## config.mk

```make
export PLATFORM = sky130hd
export DESIGN_NAME = kana_mora_splitter
export DESIGN_NICKNAME = d
export VERILOG_FILES = /design/src/rtl/kms_pkg.sv /design/src/rtl/kms_classify.sv /design/src/rtl/kms_step.sv /design/src/rtl/kms_outq.sv /design/src/rtl/kana_mora_splitter.sv
export VERILOG_INCLUDE_DIRS = /design/src /design/src/rtl
export SDC_FILE = /design/constraint.sdc
export NUM_CORES = 1
export LEC_CHECK = 0
export ABC_AREA = 0
export BUFFER_PORTS_ARGS = -buffer_cell sky130_fd_sc_hd__clkbuf_2
export CAP_MARGIN = 20
export CORE_MARGIN = 2
export CORE_UTILIZATION = 45
export CTS_CLUSTER_DIAMETER = 60
export DETAILED_ROUTE_END_ITERATION = 6
export MAX_ROUTING_LAYER = met4
export PLACE_DENSITY = 0.64
export SETUP_SLACK_MARGIN = 0.2
export SLEW_MARGIN = 20
export SYNTH_ARGS = -nofsm -noshare
export SYNTH_HDL_FRONTEND = slang
export SYNTH_HIERARCHICAL = 1
export SYNTH_SLANG_ARGS = --single-unit
```

## constraint.sdc

```tcl
create_clock -name clk -period 19.1 [get_ports clk]
set_clock_uncertainty 0.1 [all_clocks]
set_input_delay 5.73 -clock clk [delete_from_list [all_inputs] [get_ports clk]]
set_output_delay 5.73 -clock clk [all_outputs]
set_load 0.02 [all_outputs]
```

## src/rtl/kana_mora_splitter_assert.svh

```systemverilog
// ----------------------------------------------------------------------------
// kana mora splitter assertion macros
// concurrent checks on clk, disabled while rst_n is low
// ----------------------------------------------------------------------------
`ifndef KANA_MORA_SPLITTER_ASSERT_SVH
`define KANA_MORA_SPLITTER_ASSERT_SVH

// same-cycle implication
`define KMS_ASSERT_SAME(lbl, ante, cons, msg) \
  lbl: assert property (@(posedge clk) disable iff (!rst_n) (ante) |-> (cons)) \
    else $error(msg);

// next-cycle implication
`define KMS_ASSERT_NEXT(lbl, ante, cons, msg) \
  lbl: assert property (@(posedge clk) disable iff (!rst_n) (ante) |=> (cons)) \
    else $error(msg);

`endif

```

## src/rtl/kms_pkg.sv

```systemverilog
// ----------------------------------------------------------------------------
// kms_pkg
// shared types, constants and kana tables of the kana mora splitter
// ----------------------------------------------------------------------------
`default_nettype none

package kms_pkg;

  localparam int CP_W = 21;

  localparam logic [CP_W-1:0] LONG_MARK = 21'h030FC;
  localparam logic [CP_W-1:0] HIRA_BASE = 21'h03040;
  localparam logic [CP_W-1:0] KATA_BASE = 21'h030A0;
  localparam logic [CP_W-1:0] BLOCK_LEN = 21'd96;

  // phase codes
  localparam logic [1:0] PH_EMPTY = 2'd0;
  localparam logic [1:0] PH_HELD  = 2'd1;
  localparam logic [1:0] PH_PAIR  = 2'd2;

  // vowel offsets inside a kana block
  localparam logic [6:0] VA = 7'h02;
  localparam logic [6:0] VI = 7'h04;
  localparam logic [6:0] VU = 7'h06;
  localparam logic [6:0] VE = 7'h08;
  localparam logic [6:0] VO = 7'h0A;
  localparam logic [6:0] VN = 7'h53;
  localparam logic [6:0] VX = 7'h00;

  // vowel offset for each kana offset, zero when none
  localparam logic [6:0] VOWEL_TAB [0:95] = '{
    VX, VX, VA, VX, VI, VX, VU, VX, VE, VX, VO, VA, VA, VI, VI, VU,
    VU, VE, VE, VO, VO, VA, VA, VI, VI, VU, VU, VE, VE, VO, VO, VA,
    VA, VI, VI, VX, VU, VU, VE, VE, VO, VO, VA, VI, VU, VE, VO, VA,
    VA, VA, VI, VI, VI, VU, VU, VU, VE, VE, VE, VO, VO, VO, VA, VI,
    VU, VE, VO, VX, VA, VX, VU, VX, VO, VA, VI, VU, VE, VO, VX, VA,
    VX, VX, VO, VN, VX, VX, VX, VX, VX, VX, VX, VX, VX, VX, VX, VX
  };

  // one result beat
  typedef struct packed {
    logic [CP_W-1:0] first_char;
    logic [CP_W-1:0] second_char;
    logic [1:0]      char_count;
    logic            from_long_mark;
    logic            last_of_word;
  } res_t;

  // step status toward the top level
  typedef struct packed {
    logic [1:0] phase;
  } step_stat_t;

  // queue status toward the top level
  typedef struct packed {
    logic [2:0] count;
  } q_stat_t;

endpackage

`default_nettype wire

```

## src/rtl/kms_classify.sv

```systemverilog
// ----------------------------------------------------------------------------
// kms_classify
// small kana detection and vowel lookup for one code point
// ----------------------------------------------------------------------------
`default_nettype none

module kms_classify (
  input  wire logic [kms_pkg::CP_W-1:0] cp,
  output logic                          is_small,
  output logic [kms_pkg::CP_W-1:0]      vowel_cp
);

  logic [kms_pkg::CP_W-1:0] hira_d;
  logic [kms_pkg::CP_W-1:0] kata_d;
  logic                     in_hira;
  logic                     in_kata;
  logic [6:0]               off;
  logic [6:0]               vofs;
  logic [kms_pkg::CP_W-1:0] base;

  always_comb begin
    hira_d  = cp - kms_pkg::HIRA_BASE;
    kata_d  = cp - kms_pkg::KATA_BASE;
    in_hira = (cp >= kms_pkg::HIRA_BASE) && (hira_d < kms_pkg::BLOCK_LEN);
    in_kata = (cp >= kms_pkg::KATA_BASE) && (kata_d < kms_pkg::BLOCK_LEN);
    if (in_hira) begin
      off  = hira_d[6:0];
      base = kms_pkg::HIRA_BASE;
    end else begin
      off  = kata_d[6:0];
      base = kms_pkg::KATA_BASE;
    end
    // small a i u e o, small ya yu yo
    is_small = (in_hira || in_kata) &&
               (off == 7'h01 || off == 7'h03 || off == 7'h05 || off == 7'h07 ||
                off == 7'h09 || off == 7'h43 || off == 7'h45 || off == 7'h47);
    vofs = kms_pkg::VOWEL_TAB[off];
    if ((in_hira || in_kata) && vofs != kms_pkg::VX) begin
      vowel_cp = base + {14'd0, vofs};
    end else begin
      vowel_cp = '0;
    end
  end

endmodule

`default_nettype wire

```

## src/rtl/kms_step.sv

```systemverilog
// ----------------------------------------------------------------------------
// kms_step
// lookahead state and result generation, up to two beats per accepted char
// ----------------------------------------------------------------------------
`default_nettype none

module kms_step (
  input  wire logic                          clk,
  input  wire logic                          rst_n,
  input  wire logic                          take,
  input  wire logic [kms_pkg::CP_W-1:0]      code_point,
  input  wire logic                          word_end,
  output logic [1:0]                         n_res,
  output kms_pkg::res_t                      res0,
  output kms_pkg::res_t                      res1,
  output kms_pkg::step_stat_t                stat
);

  logic [1:0]               phase_r;
  logic [1:0]               phase_nxt;
  logic [kms_pkg::CP_W-1:0] held_r;
  logic [kms_pkg::CP_W-1:0] held_nxt;

  logic                     c_small;
  logic [kms_pkg::CP_W-1:0] h_vowel;
  logic                     c_mark;

  kms_classify u_cls_in (
    .cp       (code_point),
    .is_small (c_small),
    .vowel_cp ()
  );

  kms_classify u_cls_held (
    .cp       (held_r),
    .is_small (),
    .vowel_cp (h_vowel)
  );

  assign stat.phase = phase_r;

  always_comb begin
    c_mark    = (code_point == kms_pkg::LONG_MARK);
    n_res     = 2'd0;
    res0      = '0;
    res1      = '0;
    phase_nxt = phase_r;
    held_nxt  = held_r;
    if (take) begin
      if (phase_r == kms_pkg::PH_HELD && c_small) begin
        res0      = '{held_r, code_point, 2'd2, 1'b0, word_end};
        n_res     = 2'd1;
        phase_nxt = kms_pkg::PH_PAIR;
        held_nxt  = '0;
      end else if (phase_r == kms_pkg::PH_HELD && c_mark) begin
        if (h_vowel != '0) begin
          res0  = '{held_r, '0, 2'd1, 1'b0, 1'b0};
          res1  = '{h_vowel, '0, 2'd1, 1'b1, word_end};
          n_res = 2'd2;
        end else begin
          res0  = '{held_r, '0, 2'd1, 1'b0, word_end};
          n_res = 2'd1;
        end
        phase_nxt = kms_pkg::PH_EMPTY;
        held_nxt  = '0;
      end else if (phase_r == kms_pkg::PH_HELD) begin
        res0      = '{held_r, '0, 2'd1, 1'b0, 1'b0};
        res1      = '{code_point, '0, 2'd1, 1'b0, 1'b1};
        n_res     = word_end ? 2'd2 : 2'd1;
        phase_nxt = kms_pkg::PH_HELD;
        held_nxt  = code_point;
      end else if (phase_r == kms_pkg::PH_PAIR && c_mark) begin
        // mark swallowed after a pair: empty end beat if the word stops here
        res0      = '{'0, '0, 2'd0, 1'b0, 1'b1};
        n_res     = word_end ? 2'd1 : 2'd0;
        phase_nxt = kms_pkg::PH_EMPTY;
        held_nxt  = '0;
      end else begin
        res0      = '{code_point, '0, 2'd1, 1'b0, 1'b1};
        n_res     = word_end ? 2'd1 : 2'd0;
        phase_nxt = kms_pkg::PH_HELD;
        held_nxt  = code_point;
      end
      if (word_end) begin
        phase_nxt = kms_pkg::PH_EMPTY;
        held_nxt  = '0;
      end
    end
  end

  always_ff @(posedge clk) begin
    if (!rst_n) begin
      phase_r <= kms_pkg::PH_EMPTY;
      held_r  <= '0;
    end else begin
      phase_r <= phase_nxt;
      held_r  <= held_nxt;
    end
  end

endmodule

`default_nettype wire

```

## src/rtl/kms_outq.sv

```systemverilog
// ----------------------------------------------------------------------------
// kms_outq
// four-entry result queue, up to two pushes and one pop per cycle
// ----------------------------------------------------------------------------
`default_nettype none

module kms_outq (
  input  wire logic            clk,
  input  wire logic            rst_n,
  input  wire logic [1:0]      n_push,
  input  wire kms_pkg::res_t   push0,
  input  wire kms_pkg::res_t   push1,
  input  wire logic            pop,
  output kms_pkg::res_t        head,
  output logic                 head_valid,
  output logic                 room,
  output kms_pkg::q_stat_t     stat
);

  kms_pkg::res_t ent_r   [0:3];
  kms_pkg::res_t ent_nxt [0:3];
  logic [2:0]    cnt_r;
  logic [2:0]    cnt_nxt;
  logic [2:0]    base;

  assign head       = ent_r[0];
  assign head_valid = (cnt_r != 3'd0);
  assign room       = (cnt_r < 3'd3);
  assign stat.count = cnt_r;

  always_comb begin
    base = cnt_r - {2'd0, pop};
    for (int i = 0; i < 4; i++) begin
      if (pop && i < 3) begin
        ent_nxt[i] = ent_r[(i < 3) ? i + 1 : i];
      end else begin
        ent_nxt[i] = ent_r[i];
      end
      if (n_push != 2'd0 && base == 3'(i)) begin
        ent_nxt[i] = push0;
      end
      if (n_push == 2'd2 && base + 3'd1 == 3'(i)) begin
        ent_nxt[i] = push1;
      end
    end
    cnt_nxt = base + {1'b0, n_push};
  end

  always_ff @(posedge clk) begin
    for (int i = 0; i < 4; i++) begin
      ent_r[i] <= ent_nxt[i];
    end
  end

  always_ff @(posedge clk) begin
    if (!rst_n) begin
      cnt_r <= '0;
    end else begin
      cnt_r <= cnt_nxt;
    end
  end

endmodule

`default_nettype wire

```

## src/rtl/kana_mora_splitter.sv

```systemverilog
// ----------------------------------------------------------------------------
// kana_mora_splitter
// splits a stream of code points into morae with long-mark vowel expansion
// ----------------------------------------------------------------------------
// One code point enters per beat, the word's last one flagged by in_tlast.
// A character is held as lookahead for the next beat: a following small kana
// joins it into a two-character mora, a following long mark (U+30FC) is
// consumed and, for a single kana with a known vowel, becomes a vowel mora
// flagged in out_tuser. Each input beat yields zero, one or two result beats,
// computed combinationally and written into a four-entry result queue. The
// input takes a beat every cycle while the queue holds fewer than three
// entries, so one character per cycle is sustained whenever the downstream
// side takes one beat per cycle; a beat that expands to two results needs
// two output beats. Results reach the output through the registered queue.
// A word whose final mark follows a pair ends with an empty beat
// (char_count zero) marked last.
// ----------------------------------------------------------------------------
`default_nettype none

`include "kana_mora_splitter_assert.svh"

module kana_mora_splitter (
  input  wire logic        clk,
  input  wire logic        rst_n,
  // input stream
  input  wire logic        in_tvalid,
  output logic             in_tready,
  input  wire logic [23:0] in_tdata,   // [20:0] code_point, rest zero
  input  wire logic        in_tlast,   // word_end
  // result stream
  output logic             out_tvalid,
  input  wire logic        out_tready,
  output logic [47:0]      out_tdata,  // [20:0] first_char, [41:21] second_char,
                                       // [43:42] char_count, rest zero
  output logic [0:0]       out_tuser,  // [0] from_long_mark
  output logic             out_tlast   // last_of_word
);

  logic                  in_fire;
  logic                  out_fire;
  logic [1:0]            n_res;
  kms_pkg::res_t         res0;
  kms_pkg::res_t         res1;
  kms_pkg::res_t         head;
  logic                  room;
  kms_pkg::step_stat_t   st_step;
  kms_pkg::q_stat_t      st_q;

  // handshakes
  assign in_tready = room;
  assign in_fire   = in_tvalid && room;
  assign out_fire  = out_tvalid && out_tready;

  // lookahead state and per-character result generation
  kms_step u_step (
    .clk        (clk),
    .rst_n      (rst_n),
    .take       (in_fire),
    .code_point (in_tdata[20:0]),
    .word_end   (in_tlast),
    .n_res      (n_res),
    .res0       (res0),
    .res1       (res1),
    .stat       (st_step)
  );

  // result queue decouples the two sides
  kms_outq u_outq (
    .clk        (clk),
    .rst_n      (rst_n),
    .n_push     (n_res),
    .push0      (res0),
    .push1      (res1),
    .pop        (out_fire),
    .head       (head),
    .head_valid (out_tvalid),
    .room       (room),
    .stat       (st_q)
  );

  // pack the head beat
  assign out_tdata = {4'd0, head.char_count, head.second_char, head.first_char};
  assign out_tuser = head.from_long_mark;
  assign out_tlast = head.last_of_word;

  // checks
  `KMS_ASSERT_SAME(a_q_bound, 1'b1, st_q.count <= 3'd4, "result queue overflow")
  `KMS_ASSERT_NEXT(a_end_clears, in_fire && in_tlast, st_step.phase == kms_pkg::PH_EMPTY,
                   "phase not empty after word end")
  `KMS_ASSERT_SAME(a_empty_last, out_tvalid && out_tdata[43:42] == 2'd0, out_tlast,
                   "empty beat not marked last")
  `KMS_ASSERT_NEXT(a_pop_only, out_fire && !in_fire,
                   st_q.count == $past(st_q.count) - 3'd1,
                   "queue count did not drop on pop")

endmodule

`default_nettype wire

```

==> run_results.csv, run 1 <==
group,metric,value,unit
route,vias,13461,
clocking,postCtsResizedCells,0,
logic_synthesis,syn-cell-area,14600,um^2
sta,worst_slew_pin_slew,1.162,ns
worst_hold_path,hp-class,"reg2reg",
route,drc_errors,0,
global_routing,grt_pass1_wl,71690,um
global_routing,grt_pass1_vias,12056,
sta,min_period_over_period,0.6214,
worst_setup_path,cp_cell_sequence,"clkbuf_2, nor4_1, a211oi_1, a31oi_1, and3_4, and2_4, nor3_1, o221a_2, inv_1, nand2_1, a2111oi_0, a311o_1, nand3b_1, buf_4, or3_2, buf_4, mux2_2",
logic_synthesis,yosys_warnings,6,
placed_design,place_congestion,0.9038,
power_and_ir_drop,pwr_density_cell,144.1,nW/um^2
die,die_h,184.1,um
final_layout,syn2layout_area_growth,8.768,%
clocking,cts_tree,"yes",
logic_synthesis,postSynthCellCount,1552,
worst_setup_path,cp_data_arrival_time,12.07,ns
worst_setup_path,critPathMaxStageDelay,0.84,ns
worst_setup_path,worstSetupStartpointType,"primary input",
sta,setup_violations,0,
clocking,cts_htree_levels,1,
clocking,cts_root_buffer,"clkbuf_16",
sta,slew_headroom,0.2251,
global_routing,grt_antenna_before_repair,1,
placed_design,post-dp-hpwl,27120,um
placed_design,io_buffers,73,
route,vias_per_cell,7.029,
route,drtIter0Drc,1918,
die,die_w,184.1,um
worst_setup_path,cp_slowest_cell,"nand3b_1",
die,dieArea,33900,um^2
worst_setup_path,cp.required,19.30,ns
sta,fmax,0.08426,GHz
route,wl_per_cell,24.53,um
clocking,numCtsBuffers,29,
sta,period_minus_slack,11.87,ns
final_layout,antennaDiodeCount,0,
logic_synthesis,syn_area_per_cell,9.406,um^2
flow_run,maxCapViolCount,0,
global_routing,grt_overflow,0,
worst_setup_path,path_class,"in2reg",
route,ant_nets,0,
clocking,clkSlewWorstSetupHoldPaths,0.06,ns
die,core,31720,um^2
sta,rsz0062_at_grt,"false",
final_layout,drive_gt1_frac,0.1560,
global_routing,grt_max_degree,110,
final_layout,nets,1544,
power_and_ir_drop,peakVddDrop,0.09533,mV
route,dr.pass1.iters,6,
clocking,cts.path.max_buffers,3,
power_and_ir_drop,leakage,5.159,nW
final_layout,nFillCells,2953,
global_routing,grtUsageTotal,0.2766,
worst_setup_path,crit_fanout,33,
clocking,clk_latency,0.55,ns
clocking,clkSinkCount,210,
die,io_pins,81,
sta,slew_viol_final,0,
die,rows,65,
route,wirelength,46970,um
worst_setup_path,worstSetupEndpointType,"flip-flop",
die,start_util,0.4602,
clocking,cts_setup_buffers,0,
worst_setup_path,crit_top_cell,"buf_4",
sta,hold_violations,0,
sta,finalSetupTns,0,ns
clocking,cts_hold_buf,0,
sta,hold_slack,0.5097,ns
status,outcome,"complete, no violations",
==> per-layer routing <==
layer / share of wire / global-route usage / routed length (um)
met5: 0 / - / 0
met4: 0.021 / 0.07904 / 978
met3: 0.10 / 0.03912 / 4803
met2: 0.44 / 0.3917 / 20580
met1: 0.44 / 0.4101 / 20610
==> path summary, 6_finish.rpt <==
| path | start | to | slack, ns | depth (start not counted) |
|---|---|---|---|---|
| hold reg to reg | u_step/held_r[12] | u_step/held_r[12] | 0.51 | 1 |
| setup / recovery | in_tdata[11] | u_outq/ent_r[3][30] | 7.23 | 17 |
| setup reg to reg | u_step/held_r[6] | u_outq/ent_r[3][30] | 10.91 | 19 |
| hold / removal | u_step/held_r[12] | u_step/held_r[12] | 0.51 | 1 |
==> state kept, by name (all words and copies together), names as in the netlist <==
signal	cells
u_outq/ent_r	184
u_outq/stat	3
u_step/held_r	21
u_step/stat	2
==> layout by cell type, fill, tap and decap left out, drive strengths merged, types with 24 or more instances in the layout <==
master and count:
a21oi 34, a31oi 159, and2 32, buf 27, clkbuf 106, conb 37, dfxtp 26, edfxtp 184
ha 24, inv 29, mux2 49, nand2 57, nand4 148, nor2 37, nor3 104, nor4 57
o31ai 147
==> final cells by class <==
class                      instances  area [um^2]  area share
clock inverter                    21        307.8     0.01939
multi-input combinational       1124         7612      0.4794
clock buffer                      33        740.7     0.04665
tap                              402        503.0     0.03168
inverter                          25        96.34    0.006068
sequential                       210         6046      0.3808
timing repair buffer             100        571.8     0.03601
==> worst max-delay path: cells and delay by family <==
kind,cells,cell delay (ns)
multiplexers,1,0.32
buffers and inverters,4,1.38
AND/OR/NAND/NOR,7,2.82
AO/OA/AOI/OAI,5,1.79
==> power by group <==
group          leakage [nW]  internal [mW]  switching [mW]  total [mW]
Sequential             1.94          0.726          0.0515       0.778
Combinational          2.71          0.219           0.701       0.920
Clock                 0.504          0.375           0.216       0.591
Total                  5.16           1.32           0.968        2.29
==> metrics by stage <==
stage | utilization | cell area, um^2 | instances | setup WS [ns] | power (mW)
2_1_floorplan | - | 14730 | 1586 | 6.350 | 1.420
4_1_cts | 0.5002 | 15870 | 1915 | 7.453 | 2.273
3_5_place_dp | 0.4672 | 14820 | 1861 | 6.918 | 1.683
5_1_grt | 0.5006 | 15880 | 1915 | 7.002 | 2.387
6_report | 0.5006 | 15880 | 1915 | 7.231 | 2.289
3_3_place_gp | 0.4672 | 14820 | 1861 | 7.018 | 1.665
Power figures use the tool's default switching activity.
==> inputs of run 2 (changes only) <==
Settings changed: ABC_AREA 0 to 1, PLACE_DENSITY 0.64 to 0.66.
Clock period 19.1 ns to 10.3 ns, I/O delays scaled along.
==> run 2 against run 1 <==
Net effect: synthesized area up 5.2%; cell count up 36%; highest routed layer unchanged; clock power up 45%.
==> run_results.csv, run 2 <==
group,metric,value,unit
logic_synthesis,syn_area_per_cell,7.148,um^2
final_layout,antennaDiodeCount,0,
placed_design,io_buffers,73,
global_routing,grt_max_degree,102,
route,wirelength,44780,um
route,dr.pass1.iters,6,
route,vias,14227,
final_layout,nFillCells,3327,
clocking,clk_latency,0.54,ns
global_routing,grtUsageTotal,0.2552,
worst_setup_path,crit_fanout,46,
die,io_pins,81,
power_and_ir_drop,pwr-share-comb,0.437,
route,wl_per_cell,17.22,um
power_and_ir_drop,power.net_switching,1.794,mW
final_layout,layout_commonest_cell,"nand2_1",
route,drtIter0Drc,1386,
clocking,cts_tree,"yes",
clocking,postCtsResizedCells,0,
flow_run,maxCapViolCount,0,
final_layout,regMostFlops,"u_outq/ent_r",
sta,hold_violations,0,
worst_setup_path,r2r_cells,34,
sta,rsz0062_at_grt,"false",
global_routing,grt_pass1_vias,13020,
status,outcome,"complete, no violations",
worst_hold_path,hp-class,"reg2reg",
final_layout,final_cells,2600,
route,ant_nets,0,
placed_design,post-dp-hpwl,29470,um
die,die_w,188.7,um
sta,slew_viol_final,0,
die,dieArea,35620,um^2
worst_setup_path,cp_data_arrival_time,8.83,ns
worst_setup_path,worstSetupEndpointType,"flip-flop",
clocking,clkSlewWorstSetupHoldPaths,0.06,ns
sta,hold_slack,0.3908,ns
global_routing,grt_pass1_wl,71350,um
placed_design,place_congestion,0.9761,
power_and_ir_drop,power_frac_clock,0.207,
global_routing,grt_antenna_before_repair,0,
final_layout,final_cell_area,16390,um^2
final_layout,fin_util,0.4887,
sta,period_minus_slack,8.529,ns
clocking,numCtsBuffers,24,
worst_setup_path,cp.required,10.60,ns
global_routing,grt_overflow,0,
route,vias_per_cell,5.472,
sta,fmax,0.1172,GHz
final_layout,nets,2193,
clocking,cts_setup_buffers,0,
clocking,clkSinkCount,210,
sta,setup_violations,0,
placed_design,place_area,15610,um^2
final_layout,largest_reg_flops,184,
power_and_ir_drop,leakage,7.666,nW
die,die_h,188.7,um
die,rows,67,
final_layout,drive_gt1_frac,0.1004,
power_and_ir_drop,seqPwrFrac,0.357,
worst_hold_path,hold_depth,2,
logic_synthesis,postSynthCellCount,2148,
sta,finalSetupTns,0,ns
clocking,cts_htree_levels,1,
die,start_util,0.4579,
clocking,cts_hold_buf,0,
sta,slew_headroom,0.2730,
final_layout,syn2layout_area_growth,6.723,%
sta,min_period_over_period,0.8281,
worst_setup_path,path_class,"in2reg",
power_and_ir_drop,p_int,2.360,mW
sta,worst_slew_pin_slew,1.091,ns
logic_synthesis,yosys_warnings,6,
final_layout,most-common-layout-cells,"600 x nand2_1, 304 x inv_1, 209 x nand3_1, 186 x nor2_1, 184 x edfxtp_1",
route,drc_errors,0,
clocking,cts.path.max_buffers,3,
worst_setup_path,worstSetupStartpointType,"primary input",
clocking,cts_root_buffer,"clkbuf_16",
power_and_ir_drop,switching_share,0.4318,
logic_synthesis,syn-cell-area,15350,um^2
power_and_ir_drop,pwr_density_cell,253.5,nW/um^2
die,core,33530,um^2
placed_design,dp_cells,2559,
power_and_ir_drop,peakVddDrop,0.3168,mV
## run 2: cell count changes in the layout (fill, tap and decap cells not counted), sizes merged, moves of 62 or more
cell / before / now
inv: 29 / 316
nor2: 37 / 219
a31oi: 159 / 4
nand3: 18 / 225
o31ai: 147 / 4
a21oi: 34 / 96
nand2: 57 / 611
nor3: 104 / 9
## run 2: worst paths after layout
path,start,end,slack [ns]
worst max register to register,u_step/held_r[7],u_outq/ent_r[1][0],4.16
worst max-delay path,in_tdata[6],u_outq/ent_r[1][0],1.77
worst min-delay path,u_step/stat[0],u_step/stat[0],0.39
worst min register to register,u_step/stat[0],u_step/stat[0],0.39
## run 2: metal layers
metal / vias up / global-route usage / routed length, um
met1: 6588 / 0.3548 / 19830
li1: 6940 / - / -
met2: 632 / 0.3986 / 20420
met4: 0 / 0.06611 / 999
met5: - / - / 0
met3: 67 / 0.02682 / 3534
## run 2: power by group through the flow
stage / Clock (mW) / Sequential [mW] / Combinational [mW]
after global placement: 0 / 1.49 / 1.75
after global routing: 0.907 / 1.51 / 2.01
final: 0.858 / 1.48 / 1.81
after detailed placement: 0 / 1.50 / 1.78
after floorplan: 0 / 1.63 / 1.22
after CTS: 0.872 / 1.48 / 1.79
## run 2: worst max-delay path: stages
cell and delay (ns):
clkbuf_2 0.30, inv_1 0.27, ha_1 0.27, a21oi_1 0.16, nand2_1 0.09, o21ai_0 0.43
inv_1 0.13, o21ai_0 0.18, a211oi_1 0.06, nand4_1 0.15, nand2_1 0.07, inv_1 0.06
nor3_1 0.06, o21ai_0 0.23, inv_1 0.11, nand2_2 0.12, nand2_1 0.07, inv_1 0.18
nand2_1 0.13, nor2_1 0.27, inv_1 0.15, nor2_2 0.26, nand3_2 0.63, inv_2 1.07
nand2_1 0.13, nand2_1 0.12
## run 2: per-stage QoR
stage | total power, mW | worst slack (ns)
final | 4.154 | 1.771
after global placement | 3.240 | 1.401
after floorplan | 2.846 | 0.6050
after CTS | 4.147 | 1.886
after global routing | 4.430 | 1.262
after detailed placement | 3.285 | 1.303
## run 2: area by class of cell
cell class              count  area (um^2)  share of cell area
clock buffers              26        608.1             0.03711
clock inverters            15        173.9             0.01061
inverters                 320         1202             0.07338
multi-input cells        1488         7268              0.4435
flip-flops and latches    210         6046              0.3689
well taps                 448        560.5             0.03421
repair buffers             93        528.0             0.03222
==> inputs of run 3 (changes only) <==
Clock period 10.3 ns to 7.77 ns, I/O delays scaled along.
==> run 3 against run 2 <==
Net effect: total power increased by 36%; worst setup slack got worse by 0.46 ns; count of clock-buffer cells in the layout increased by 4; global-route usage increased by 0.59 points; critical path depth up 3; register-to-register slack got worse by 1.8 ns; non-clock buffer count increased by 14; sequential cell count did not move; cell area increased by 1.4%; core utilization rose by 0.70 points; wire length up 2.0%; cell count rose by 0.81%; largest power group unchanged.
==> run_results.csv, run 3 (same netlist as run 2, synthesis figures left out) <==
group,metric,value,unit
status,outcome,"complete, no violations",
sta,min_period_over_period,0.8315,
global_routing,grt_overflow,0,
worst_setup_path,reg2reg_to,"u_outq/ent_r[0][31]",
sta,slew_headroom,0.3015,
final_layout,final_cell_area,16620,um^2
final_layout,drive_gt1_frac,0.1068,
final_layout,nets,2209,
final_layout,regMostFlops,"u_outq/ent_r",
worst_setup_path,path_class,"in2reg",
sta,fmax,0.1548,GHz
clocking,clkSlewWorstSetupHoldPaths,0.06,ns
route,drc_errors,0,
final_layout,layout_commonest_cell,"nand2_1",
power_and_ir_drop,leakage,7.793,nW
global_routing,grtUsageTotal,0.2610,
worst_setup_path,cp.required,7.88,ns
worst_setup_path,critPathMaxStageDelay,0.35,ns
clocking,cts_setup_buffers,0,
placed_design,post-dp-hpwl,30120,um
route,dr.pass1.iters,6,
worst_setup_path,r2r_cells,32,
sta,slew_viol_final,0,
power_and_ir_drop,pwr_density_cell,338.9,nW/um^2
placed_design,io_buffers,73,
route,vias_per_cell,5.494,
final_layout,fin_util,0.4957,
clocking,cts_htree_levels,1,
final_layout,antennaDiodeCount,0,
final_layout,syn2layout_area_growth,8.255,%
global_routing,grt_antenna_before_repair,0,
power_and_ir_drop,peakVddDrop,0.2290,mV
sta,hold_violations,0,
die,core,33530,um^2
sta,rsz0062_at_grt,"false",
route,drtIter0Drc,1609,
clocking,clk_latency,0.54,ns
clocking,numCtsBuffers,26,
final_layout,most-common-layout-cells,"600 x nand2_1, 304 x inv_1, 209 x nand3_1, 186 x nor2_1, 184 x edfxtp_1",
clocking,cts.path.max_buffers,3,
route,vias,14401,
placed_design,place_area,15770,um^2
sta,period_minus_slack,6.461,ns
clocking,cts_hold_buf,0,
route,wl_per_cell,17.43,um
clocking,clkSinkCount,210,
clocking,postCtsResizedCells,0,
die,die_h,188.7,um
placed_design,place_congestion,0.9384,
worst_setup_path,endpoint,"u_outq/ent_r[0][31]",
worst_setup_path,r2r_slack,2.41,ns
global_routing,grt_max_degree,93,
sta,finalSetupTns,0,ns
worst_setup_path,crit_top_cell,"nand2_1",
die,start_util,0.4579,
clocking,cts_root_buffer,"clkbuf_16",
flow_run,maxCapViolCount,0,
final_layout,largest_reg_flops,184,
clocking,cts_tree,"yes",
sta,setup_violations,0,
worst_setup_path,crit_path_start,"in_tdata[7]",
die,io_pins,81,
route,wirelength,45700,um
worst_hold_path,hp-class,"reg2reg",
worst_hold_path,hold_start,"u_step/stat[0]",
worst_setup_path,cp_slowest_cell,"nand3_2",
die,rows,67,
final_layout,nFillCells,3309,
power_and_ir_drop,finalPower,5.633,mW
sta,worst_slew_pin_slew,1.047,ns
global_routing,grt_pass1_wl,72530,um
global_routing,grt_pass1_vias,13538,
worst_setup_path,crit_fanout,37,
die,die_w,188.7,um
worst_setup_path,worstSetupEndpointType,"flip-flop",
worst_setup_path,worstSetupStartpointType,"primary input",
worst_setup_path,cp_data_arrival_time,6.57,ns
worst_setup_path,rr_startpoint,"u_step/held_r[7]",
route,ant_nets,0,
die,dieArea,35620,um^2
==> run 3: routing by layer <==
| metal | GRT usage | vias up | routed length [um] |
|---|---|---|---|
| li1 | - | 6977 | - |
| met1 | 0.3524 | 6702 | 19810 |
| met2 | 0.4164 | 642 | 21100 |
| met3 | 0.02794 | 80 | 3702 |
| met4 | 0.07542 | 0 | 1086 |
| met5 | - | - | 0 |
==> run 3: metrics by stage <==
stage                     std cells  setup slack, ns  hold slack (ns)
final                          2621            1.309           0.3959
after detailed placement       2573           0.7435           0.3856
after global placement         2573           0.8515           0.3683
after CTS                      2621            1.294           0.3937
after floorplan                2182           0.7728           0.3588
after global routing           2621           0.8518           0.4300
==> run 3: cell type report <==
type	instances	area [um^2]	area share
Clock buffer	30	665.6	0.04005
Clock inverter	18	183.9	0.01107
Inverter	320	1202	0.07234
Multi-Input combinational cell	1488	7268	0.4373
Sequential cell	210	6046	0.3637
Tap cell	448	560.5	0.03372
Timing Repair Buffer	107	695.7	0.04185
==> run 3: critical path, delay by kind of cell <==
kind	cells	cell delay (ns)
AOI/OAI and AO/OA	2	0.21
buffers and inverters	8	1.25
adders and majority gates	1	0.24
and+or+nand+nor	18	2.47
==> run 3: where the power goes <==
group | total [mW] | switching, mW | leakage (nW) | internal (mW)
clock network | 1.20 | 0.488 | 0.405 | 0.716
registers | 1.97 | 0.118 | 1.95 | 1.85
logic | 2.46 | 1.81 | 5.44 | 0.648
total | 5.63 | 2.42 | 7.79 | 3.21
==> run 3: worst min path at each step <==
stage                      to  slack (ns)  cells past startpoint
3_3_place_gp   u_step/stat[0]        0.37                      2
6_report       u_step/stat[0]        0.40                      2
2_1_floorplan  u_step/stat[0]        0.36                      2
5_1_grt        u_step/stat[0]        0.43                      2
4_1_cts        u_step/stat[0]        0.39                      2
3_5_place_dp   u_step/stat[0]        0.39                      2
